===== config.mk =====
export PLATFORM = sky130hd
export DESIGN_NAME = buck_duty_voltage_tracker
export DESIGN_NICKNAME = d
export VERILOG_FILES = /design/src/sv/dvt_pkg.sv /design/src/sv/buck_duty_voltage_tracker.sv /design/src/sv/dvt_cfg_regs.sv /design/src/sv/dvt_scale_stage.sv /design/src/sv/dvt_track_stage.sv
export SDC_FILE = /design/constraint.sdc
export NUM_CORES = 1
export LEC_CHECK = 0
export BUFFER_PORTS_ARGS = -buffer_cell sky130_fd_sc_hd__buf_2
export CAP_MARGIN = 20
export CORE_MARGIN = 3
export CORE_UTILIZATION = 60
export DETAILED_ROUTE_END_ITERATION = 8
export PLACE_DENSITY_LB_ADDON = 0.05
export SYNTH_ARGS = -nofsm -noshare
export SYNTH_HDL_FRONTEND = slang
export SYNTH_SLANG_ARGS = --single-unit

===== constraint.sdc =====
create_clock -name clk -period 6.8 [get_ports clk]
set_input_delay 2.04 -clock clk [delete_from_list [all_inputs] [get_ports clk]]
set_output_delay 2.04 -clock clk [all_outputs]
set_load 0.01 [all_outputs]

===== src/sv/dvt_pkg.sv =====
// ----------------------------------------------------------------------------
// dvt_pkg
// Shared types and constants for the buck duty voltage tracker.
// ----------------------------------------------------------------------------
package dvt_pkg;

	localparam int GAIN_W     = 16;
	localparam int GAIN_FRAC  = 13;
	localparam int VOLT_W     = 15;
	localparam int VOLT_MAX   = 32767;
	localparam int CFG_IDX_W  = 3;
	localparam int CFG_DATA_W = 16;

	localparam logic [GAIN_W-1:0] OUT_GAIN_RST      = 16'd15102;
	localparam logic [GAIN_W-1:0] IN_GAIN_RST       = 16'd39366;
	localparam logic [VOLT_W-1:0] MPPT_SETPOINT_RST = 15'd3144;
	localparam logic [VOLT_W-1:0] OUT_REFERENCE_RST = 15'd0;

	typedef enum logic [CFG_IDX_W-1:0] {
		REG_OUT_GAIN      = 3'd0,
		REG_IN_GAIN       = 3'd1,
		REG_MPPT_SETPOINT = 3'd2,
		REG_OUT_REFERENCE = 3'd3,
		REG_TRACK_MODE    = 3'd4,
		REG_HOLD_ON_EQUAL = 3'd5
	} cfg_reg_t;

	typedef struct packed {
		logic [GAIN_W-1:0] out_gain;
		logic [GAIN_W-1:0] in_gain;
		logic [VOLT_W-1:0] mppt_setpoint;
		logic [VOLT_W-1:0] out_reference;
		logic              track_mode;
		logic              hold_on_equal;
	} cfg_t;

endpackage


===== src/sv/buck_duty_voltage_tracker.sv =====
// ----------------------------------------------------------------------------
// buck_duty_voltage_tracker
// Duty controller for one buck channel: scales ADC sample pairs, slews the
// filtered voltages by one count and steps the PWM duty by one count.
// ----------------------------------------------------------------------------
// Usage:
//   Input channel (in_valid/in_ready) carries one request per ADC sample pair.
//   Output channel (out_valid/out_ready) returns one result per request: the
//   new duty and both filtered voltages, all taken after that request's step.
//   Configuration is a write-only indexed port (cfg_wen/cfg_index/cfg_wdata);
//   write it only while no request is in flight.
//   An accepted request loads the multiply/saturate register, then the slew
//   and duty registers, which are the result; while the receiver stalls,
//   it waits in the multiply/saturate register.
//   Throughput is one request per cycle while out_ready stays high; the slew
//   and duty registers feed back on themselves, which sets that rate.
//   When the receiver stalls, the scale stage still takes one more request;
//   in_ready drops once both stages hold unsent work.
//   Reset clears both filtered voltages to 0, sets duty to DUTY_MAX and loads
//   the configuration defaults.
// ----------------------------------------------------------------------------
module buck_duty_voltage_tracker #(
	parameter int ADC_BITS = 12,
	parameter int DUTY_MAX = 1023,
	localparam int DUTY_W  = $clog2(DUTY_MAX + 1)
) (
	input  logic                            clk,
	input  logic                            arst_n,
	input  logic                            in_valid,
	output logic                            in_ready,
	input  logic [ADC_BITS-1:0]             raw_out_sample,
	input  logic [ADC_BITS-1:0]             raw_in_sample,
	output logic                            out_valid,
	input  logic                            out_ready,
	output logic [DUTY_W-1:0]               duty,
	output logic [dvt_pkg::VOLT_W-1:0]      filtered_out_voltage,
	output logic [dvt_pkg::VOLT_W-1:0]      filtered_in_voltage,
	input  logic                            cfg_wen,
	input  logic [dvt_pkg::CFG_IDX_W-1:0]   cfg_index,
	input  logic [dvt_pkg::CFG_DATA_W-1:0]  cfg_wdata
);

	dvt_pkg::cfg_t              cfg;
	logic                       valid_s1;
	logic [dvt_pkg::VOLT_W-1:0] out_scaled_s1, in_scaled_s1;
	logic                       advance;
	logic                       load;

	assign advance  = !out_valid || out_ready;
	assign in_ready = advance || !valid_s1;
	assign load     = in_valid && in_ready;

	dvt_cfg_regs u_cfg (
		.clk       (clk),
		.arst_n    (arst_n),
		.cfg_wen   (cfg_wen),
		.cfg_index (cfg_index),
		.cfg_wdata (cfg_wdata),
		.cfg       (cfg)
	);

	dvt_scale_stage #(
		.ADC_BITS (ADC_BITS)
	) u_scale (
		.clk            (clk),
		.arst_n         (arst_n),
		.load           (load),
		.take           (advance),
		.raw_out_sample (raw_out_sample),
		.raw_in_sample  (raw_in_sample),
		.out_gain       (cfg.out_gain),
		.in_gain        (cfg.in_gain),
		.valid_s1       (valid_s1),
		.out_scaled_s1  (out_scaled_s1),
		.in_scaled_s1   (in_scaled_s1)
	);

	dvt_track_stage #(
		.DUTY_MAX (DUTY_MAX),
		.DUTY_W   (DUTY_W)
	) u_track (
		.clk                  (clk),
		.arst_n               (arst_n),
		.step                 (valid_s1),
		.advance              (advance),
		.out_scaled_s1        (out_scaled_s1),
		.in_scaled_s1         (in_scaled_s1),
		.cfg                  (cfg),
		.out_valid            (out_valid),
		.duty                 (duty),
		.filtered_out_voltage (filtered_out_voltage),
		.filtered_in_voltage  (filtered_in_voltage)
	);

endmodule


===== src/sv/dvt_cfg_regs.sv =====
// ----------------------------------------------------------------------------
// dvt_cfg_regs
// Configuration register file, written through a plain indexed write port.
// ----------------------------------------------------------------------------
module dvt_cfg_regs (
	input  logic                            clk,
	input  logic                            arst_n,
	input  logic                            cfg_wen,
	input  logic [dvt_pkg::CFG_IDX_W-1:0]   cfg_index,
	input  logic [dvt_pkg::CFG_DATA_W-1:0]  cfg_wdata,
	output dvt_pkg::cfg_t                   cfg
);

	dvt_pkg::cfg_t cfg_q;

	always_ff @(posedge clk or negedge arst_n) begin
		if (!arst_n) begin
			cfg_q.out_gain      <= dvt_pkg::OUT_GAIN_RST;
			cfg_q.in_gain       <= dvt_pkg::IN_GAIN_RST;
			cfg_q.mppt_setpoint <= dvt_pkg::MPPT_SETPOINT_RST;
			cfg_q.out_reference <= dvt_pkg::OUT_REFERENCE_RST;
			cfg_q.track_mode    <= 1'b0;
			cfg_q.hold_on_equal <= 1'b1;
		end else if (cfg_wen) begin
			unique case (dvt_pkg::cfg_reg_t'(cfg_index))
				dvt_pkg::REG_OUT_GAIN:      cfg_q.out_gain      <= cfg_wdata;
				dvt_pkg::REG_IN_GAIN:       cfg_q.in_gain       <= cfg_wdata;
				dvt_pkg::REG_MPPT_SETPOINT: cfg_q.mppt_setpoint <= cfg_wdata[dvt_pkg::VOLT_W-1:0];
				dvt_pkg::REG_OUT_REFERENCE: cfg_q.out_reference <= cfg_wdata[dvt_pkg::VOLT_W-1:0];
				dvt_pkg::REG_TRACK_MODE:    cfg_q.track_mode    <= cfg_wdata[0];
				dvt_pkg::REG_HOLD_ON_EQUAL: cfg_q.hold_on_equal <= cfg_wdata[0];
				default: ;  // unmapped index, write dropped
			endcase
		end
	end

	assign cfg = cfg_q;

endmodule


===== src/sv/dvt_scale_stage.sv =====
// ----------------------------------------------------------------------------
// dvt_scale_stage
// First stage: scales both raw samples by their Q3.13 gains and saturates.
// ----------------------------------------------------------------------------
module dvt_scale_stage #(
	parameter int ADC_BITS = 12
) (
	input  logic                         clk,
	input  logic                         arst_n,
	input  logic                         load,
	input  logic                         take,
	input  logic [ADC_BITS-1:0]          raw_out_sample,
	input  logic [ADC_BITS-1:0]          raw_in_sample,
	input  logic [dvt_pkg::GAIN_W-1:0]   out_gain,
	input  logic [dvt_pkg::GAIN_W-1:0]   in_gain,
	output logic                         valid_s1,
	output logic [dvt_pkg::VOLT_W-1:0]   out_scaled_s1,
	output logic [dvt_pkg::VOLT_W-1:0]   in_scaled_s1
);

	localparam int PROD_W = ADC_BITS + dvt_pkg::GAIN_W;
	localparam int SHR_W  = PROD_W - dvt_pkg::GAIN_FRAC;

	logic [PROD_W-1:0]         out_prod, in_prod;
	logic [SHR_W-1:0]          out_shr, in_shr;
	logic [dvt_pkg::VOLT_W-1:0] out_sat, in_sat;

	always_comb begin
		out_prod = PROD_W'(raw_out_sample) * PROD_W'(out_gain);
		in_prod  = PROD_W'(raw_in_sample) * PROD_W'(in_gain);
		out_shr  = out_prod[PROD_W-1:dvt_pkg::GAIN_FRAC];
		in_shr   = in_prod[PROD_W-1:dvt_pkg::GAIN_FRAC];
		out_sat  = (32'(out_shr) > 32'(dvt_pkg::VOLT_MAX)) ?
			dvt_pkg::VOLT_W'(dvt_pkg::VOLT_MAX) : dvt_pkg::VOLT_W'(out_shr);
		in_sat   = (32'(in_shr) > 32'(dvt_pkg::VOLT_MAX)) ?
			dvt_pkg::VOLT_W'(dvt_pkg::VOLT_MAX) : dvt_pkg::VOLT_W'(in_shr);
	end

	always_ff @(posedge clk or negedge arst_n) begin
		if (!arst_n) begin
			valid_s1 <= 1'b0;
		end else if (load) begin
			valid_s1 <= 1'b1;
		end else if (take) begin
			valid_s1 <= 1'b0;
		end
	end

	always_ff @(posedge clk) begin
		if (load) begin
			out_scaled_s1 <= out_sat;
			in_scaled_s1  <= in_sat;
		end
	end

endmodule


===== src/sv/dvt_track_stage.sv =====
// ----------------------------------------------------------------------------
// dvt_track_stage
// Second stage: one-count slew of both filtered voltages, then duty stepping.
// ----------------------------------------------------------------------------
module dvt_track_stage #(
	parameter int DUTY_MAX = 1023,
	parameter int DUTY_W   = 10
) (
	input  logic                         clk,
	input  logic                         arst_n,
	input  logic                         step,
	input  logic                         advance,
	input  logic [dvt_pkg::VOLT_W-1:0]   out_scaled_s1,
	input  logic [dvt_pkg::VOLT_W-1:0]   in_scaled_s1,
	input  dvt_pkg::cfg_t                cfg,
	output logic                         out_valid,
	output logic [DUTY_W-1:0]            duty,
	output logic [dvt_pkg::VOLT_W-1:0]   filtered_out_voltage,
	output logic [dvt_pkg::VOLT_W-1:0]   filtered_in_voltage
);

	localparam logic [DUTY_W-1:0] DutyTop  = DUTY_W'(DUTY_MAX);
	localparam logic [DUTY_W-1:0] DutyStep = DUTY_W'(1);
	localparam logic [dvt_pkg::VOLT_W-1:0] VoltStep = dvt_pkg::VOLT_W'(1);

	logic [dvt_pkg::VOLT_W-1:0] out_trk_q, in_trk_q;
	logic [DUTY_W-1:0]          duty_q;
	logic                       valid_q;
	logic [dvt_pkg::VOLT_W-1:0] out_trk_nxt, in_trk_nxt;
	logic [DUTY_W-1:0]          duty_nxt;
	logic                       go_up, go_down;

	always_comb begin
		if (out_scaled_s1 > out_trk_q)
			out_trk_nxt = out_trk_q + VoltStep;
		else if (out_scaled_s1 < out_trk_q)
			out_trk_nxt = out_trk_q - VoltStep;
		else
			out_trk_nxt = out_trk_q;

		if (in_scaled_s1 > in_trk_q)
			in_trk_nxt = in_trk_q + VoltStep;
		else if (in_scaled_s1 < in_trk_q)
			in_trk_nxt = in_trk_q - VoltStep;
		else
			in_trk_nxt = in_trk_q;

		// tracking: below setpoint raises duty; equality decrements unless held
		if (cfg.track_mode) begin
			go_up   = in_trk_nxt < cfg.mppt_setpoint;
			go_down = (in_trk_nxt > cfg.mppt_setpoint) ||
				((in_trk_nxt == cfg.mppt_setpoint) && !cfg.hold_on_equal);
		end else begin
			go_up   = out_trk_nxt > cfg.out_reference;
			go_down = out_trk_nxt < cfg.out_reference;
		end

		duty_nxt = duty_q;
		if (go_up && (duty_q < DutyTop))
			duty_nxt = duty_q + DutyStep;
		else if (go_down && (duty_q != '0))
			duty_nxt = duty_q - DutyStep;
	end

	always_ff @(posedge clk or negedge arst_n) begin
		if (!arst_n) begin
			valid_q   <= 1'b0;
			out_trk_q <= '0;
			in_trk_q  <= '0;
			duty_q    <= DutyTop;
		end else if (advance) begin
			valid_q <= step;
			if (step) begin
				out_trk_q <= out_trk_nxt;
				in_trk_q  <= in_trk_nxt;
				duty_q    <= duty_nxt;
			end
		end
	end

	assign out_valid            = valid_q;
	assign duty                 = duty_q;
	assign filtered_out_voltage = out_trk_q;
	assign filtered_in_voltage  = in_trk_q;

endmodule

==> flow_summary.ini <==
[synthesis]
synth_flop_cell = sky130_fd_sc_hd__dfrtp_1
synth-seq-cells = 136
synth_area_mm2 = 0.0190
synth_top_family_by_area = adder cells
simple_gate_portion_of_the_synthesized_area_pct = 16.0
synth-async-reset-ratio_pct = 77.9
synth-compound-area-share_pct = 6.22
synth_top_cells_by_area = sky130_fd_sc_hd__fa_1, sky130_fd_sc_hd__ha_1, sky130_fd_sc_hd__dfrtp_1
yosys.area.top_type = sky130_fd_sc_hd__fa_1
synth-edff-count = 30
synth.mux.area_fraction_pct = 3.89
post_synth_fa_ha_maj_area_fraction_pct = 42.2
seq_area_frac_synth_pct = 18.9
post_synth_xor_area_fraction_pct = 4.19
syn_area_per_cell_um2 = 9.40
yosysWarnings = 0
net_count_after_synthesis = 2548
syn-instance-count = 2025
netlist.area_leader.share_pct = 29.4
synth.lib_cells_used.distinct = 67

[timing]
timing_hold_violations_final = 0
finalMaxSlewViolations = 0
skew_ns = 0.0107
timing.slew.headroom_pct = 34.8
timing.final.crit_share_pct = 96.9
min_period_ns = 6.59
max_freq_mhz = 152
tightest_slew_ns = 0.979
setup_viol_count_final = 0
rsz_0062_raised_after_global_routing = no

[setup_path]
most_frequent_cell_on_the_critical_path = sky130_fd_sc_hd__fa_1
setup.worst_path.end_class = flop
timing.reg2reg.worst_path_depth = 25
cp_data_arrival_time_ns = 6.76
cp_cell_sequence = buf_2 > nand2_1 > fa_1 > inv_1 > fa_1 > inv_1 > fa_1 > inv_1 > fa_1 > fa_1 > ha_1 > a21o_1 > a21o_1 > a311oi_1 > o21ai_1 > a21oi_2 > o211ai_1 > o41a_1
slowest_delay_ns = 0.55
cp.buffers_inverters = 4
r2r_slack_ns = 0.41
timing.critical_path.max_delay_family = adder cells
crit_path_top_delay_cell = sky130_fd_sc_hd__fa_1
path_class = input pin to flop
crit_path_start_kind = input pin
capture_instance_of_the_worst_register_to_register_path = u_track.duty[8]$_DFFE_PN1P_
r2r-start = u_track.filtered_out_voltage[4]$_DFFE_PN0P_
worstPathMaxFanout = 3
required_ns = 6.97

[route]
first_iter_violations = 700
routed-via-count = 14400
detail_route.wirelength.met1_mm = 19.0
postRouteAntennaNets = 0
highest_metal_layer_used_by_the_detailed_router = met5
routed_via_density = 5.60
dr.pass1.iters = 5
met3_routed_length_mm = 1.99
avgRoutedWirePerCell_um = 17.4
drc = 0
finalWirelength_mm = 44.6
route.met2.wl_mm = 22.2

[run_status]
run_status = complete, no violations

[floorplan]
floorplan_die_width_um = 184
core_region_area_mm2 = 0.0309
initial_core_util_pct = 61.6
dieArea_mm2 = 0.0339
boundaryPins = 90
die_height_um = 184
row_count = 64

[placed_design]
dp_cells = 2530
detailedPlacementHpwl_mm = 35.9
globalplace.congestion = 0.943
buffer_ports.inserted = 89

[final_layout]
post_layout_nonfiller_instances = 2563
antenna_cell_count = 0
nFillCells = 2547
flow.area_growth_from_synthesis_pct = 11.0
finish.net_count = 2677
post_route_cells_drive_above_1_share_pct = 15.5

[clock_network]
htree_levels = 4
tritoncts = yes
worst_setup_hold_path_clk_slew_ns = 0.06
clkLatencyLatePin_ns = 0.42
maximum_count_of_clock_buffers_along_a_single_path = 2
clock_tree.root_cell = sky130_fd_sc_hd__clkbuf_16
cts_hold_repair.buffers = 0
cts_made_buffers = 17
numClockSinks = 136

[global_routing]
global_route.usage.total_pct = 27.5
antenna_found_initial = 1
grt_start_max_net_pins = 56
first_pass_grt_wire_length_mm = 74.5
number_of_global_route_vias_before_repair = 15100
grt-ovfl-total = 0

[min_path]
hp-start = u_cfg.cfg[4]$_DFFE_PN0P_
hold_path_depth = 1
hold-path-endpoint = u_cfg.cfg[4]$_DFFE_PN0P_
hold_path_class = flop to flop

[flow_run]
maxCapViolCount = 0
==> final cells by class <==
type	instances	area [um^2]	share of cell area (%)
Clock buffer	25	527	2.49
Clock inverter	7	62.6	0.296
Inverter	356	1340	6.32
Multi-Input combinational cell	1456	13900	65.6
Sequential cell	136	3600	17.0
Tap cell	396	495	2.34
Timing Repair Buffer	187	1260	5.96
==> cells by family (layout without fill, tap and decap cells) <==
group	count (synthesis)	after routing
compound gates	182	182
xor+xnor	91	91
fa+ha+maj	475	475
buf+inv	433	575
flops	136	136
mux	66	66
simple gates	642	642
==> worst max path at each step <==
stage	from	slack, ns	depth (start not counted)	end
finish	raw_in_sample[3]	0.21	18	u_scale.in_scaled_s1[13]$_DFFE_PP_
global route	u_track.filtered_in_voltage[9]$_DFFE_PN0P_	0.005	24	u_track.duty[8]$_DFFE_PN1P_
CTS	u_track.filtered_out_voltage[4]$_DFFE_PN0P_	0.15	25	u_track.duty[8]$_DFFE_PN1P_
detailed placement	raw_in_sample[3]	-0.26	18	u_scale.in_scaled_s1[13]$_DFFE_PP_
global placement	raw_in_sample[3]	-0.21	18	u_scale.in_scaled_s1[13]$_DFFE_PP_
floorplan	raw_out_sample[3]	-0.005	19	u_scale.out_scaled_s1[14]$_DFFE_PP_
==> flip-flops by register name (all words and copies together), names as in the netlist <==
register / flops
u_scale.valid_s1: 1
u_scale.in_scaled_s1: 15
u_cfg.cfg: 64
u_track.duty: 10
u_track.out_valid: 1
u_track.filtered_in_voltage: 15
u_track.filtered_out_voltage: 15
u_scale.out_scaled_s1: 15
==> metal layers <==
layer | global-route usage, % | vias to the layer above
li1 | - | 6651
met1 | 35.8 | 7195
met2 | 47.7 | 402
met3 | 3.62 | 106
met4 | 9.46 | 2
met5 | 0 | -
==> placed cells by master (no fill, tap or decap), types with 38 or more instances in the layout <==
master                    netlist  routed
sky130_fd_sc_hd__inv_1        355     354
sky130_fd_sc_hd__nand2_1      328     328
sky130_fd_sc_hd__fa_1         279     279
sky130_fd_sc_hd__ha_1         196     196
sky130_fd_sc_hd__and2_1       121     121
sky130_fd_sc_hd__buf_4          0      93
sky130_fd_sc_hd__buf_2          3      88
sky130_fd_sc_hd__xnor2_1       82      82
sky130_fd_sc_hd__dfrtp_1       72      72
sky130_fd_sc_hd__mux2_2        63      63
sky130_fd_sc_hd__nor2_1        57      57
sky130_fd_sc_hd__a21oi_1       42      39
sky130_fd_sc_hd__o21ai_0       40      38
==> what timing repair did <==
action | CTS | global route
endpoints found under the setup margin | 0 | 9
gates resized for setup | 0 | 5
setup buffers | 0 | 1
==> per-stage QoR <==
step           instance area [um^2]  worst slack [ns]   TNS, ns  util, %  hold WS [ns]
2_1_floorplan                 19100          -0.00515  -0.00515        -         0.471
3_3_place_gp                  20500            -0.205     -1.64     66.4         0.484
3_5_place_dp                  20500            -0.259     -2.49     66.4         0.494
4_1_cts                       21100             0.145         0     68.3         0.507
5_1_grt                       21100           0.00475         0     68.4         0.522
6_report                      21100             0.209         0     68.4         0.505
==> synthesized netlist by cell type, types with 7 or more instances <==
cell type,count
sky130_fd_sc_hd__inv_1,355
sky130_fd_sc_hd__nand2_1,328
sky130_fd_sc_hd__fa_1,279
sky130_fd_sc_hd__ha_1,196
sky130_fd_sc_hd__and2_1,121
sky130_fd_sc_hd__xnor2_1,82
sky130_fd_sc_hd__clkbuf_1,73
sky130_fd_sc_hd__dfrtp_1,72
sky130_fd_sc_hd__mux2_2,63
sky130_fd_sc_hd__nor2_1,57
sky130_fd_sc_hd__a21oi_1,42
sky130_fd_sc_hd__o21ai_0,40
sky130_fd_sc_hd__dfstp_2,34
sky130_fd_sc_hd__edfxtp_1,30
sky130_fd_sc_hd__nand3_1,29
sky130_fd_sc_hd__a21o_1,27
sky130_fd_sc_hd__nor3_1,19
sky130_fd_sc_hd__nand4_1,18
sky130_fd_sc_hd__nor2b_1,17
sky130_fd_sc_hd__xor2_1,9
sky130_fd_sc_hd__a211oi_1,8
sky130_fd_sc_hd__nand2b_1,8
sky130_fd_sc_hd__nor4_1,8
sky130_fd_sc_hd__o21a_1,8
sky130_fd_sc_hd__o31ai_1,8
sky130_fd_sc_hd__or3_1,7
==> worst register-to-register path, stage by stage (launching register included) <==
cell,delay [ns]
sky130_fd_sc_hd__dfrtp_1,0.45
sky130_fd_sc_hd__inv_1,0.18
sky130_fd_sc_hd__ha_1,0.34
sky130_fd_sc_hd__a21o_1,0.19
sky130_fd_sc_hd__a21oi_2,0.13
sky130_fd_sc_hd__nor2b_1,0.05
sky130_fd_sc_hd__o31a_1,0.33
sky130_fd_sc_hd__or4b_1,0.69
sky130_fd_sc_hd__or4_4,0.49
sky130_fd_sc_hd__nand3_1,0.10
sky130_fd_sc_hd__nor2b_1,0.18
sky130_fd_sc_hd__ha_1,0.26
sky130_fd_sc_hd__and3_1,0.21
sky130_fd_sc_hd__a221oi_1,0.31
sky130_fd_sc_hd__a21oi_1,0.12
sky130_fd_sc_hd__nor3_1,0.32
sky130_fd_sc_hd__a211oi_2,0.12
sky130_fd_sc_hd__inv_2,0.21
sky130_fd_sc_hd__ha_1,0.31
sky130_fd_sc_hd__a21o_1,0.17
sky130_fd_sc_hd__a21o_1,0.20
sky130_fd_sc_hd__a21o_1,0.18
sky130_fd_sc_hd__a21oi_1,0.21
sky130_fd_sc_hd__o21ai_0,0.14
sky130_fd_sc_hd__xor2_1,0.15
sky130_fd_sc_hd__mux2_2,0.26
Power is not shown: default switching activity piles up to over one toggle a cycle in this logic, so the estimate is an artifact.
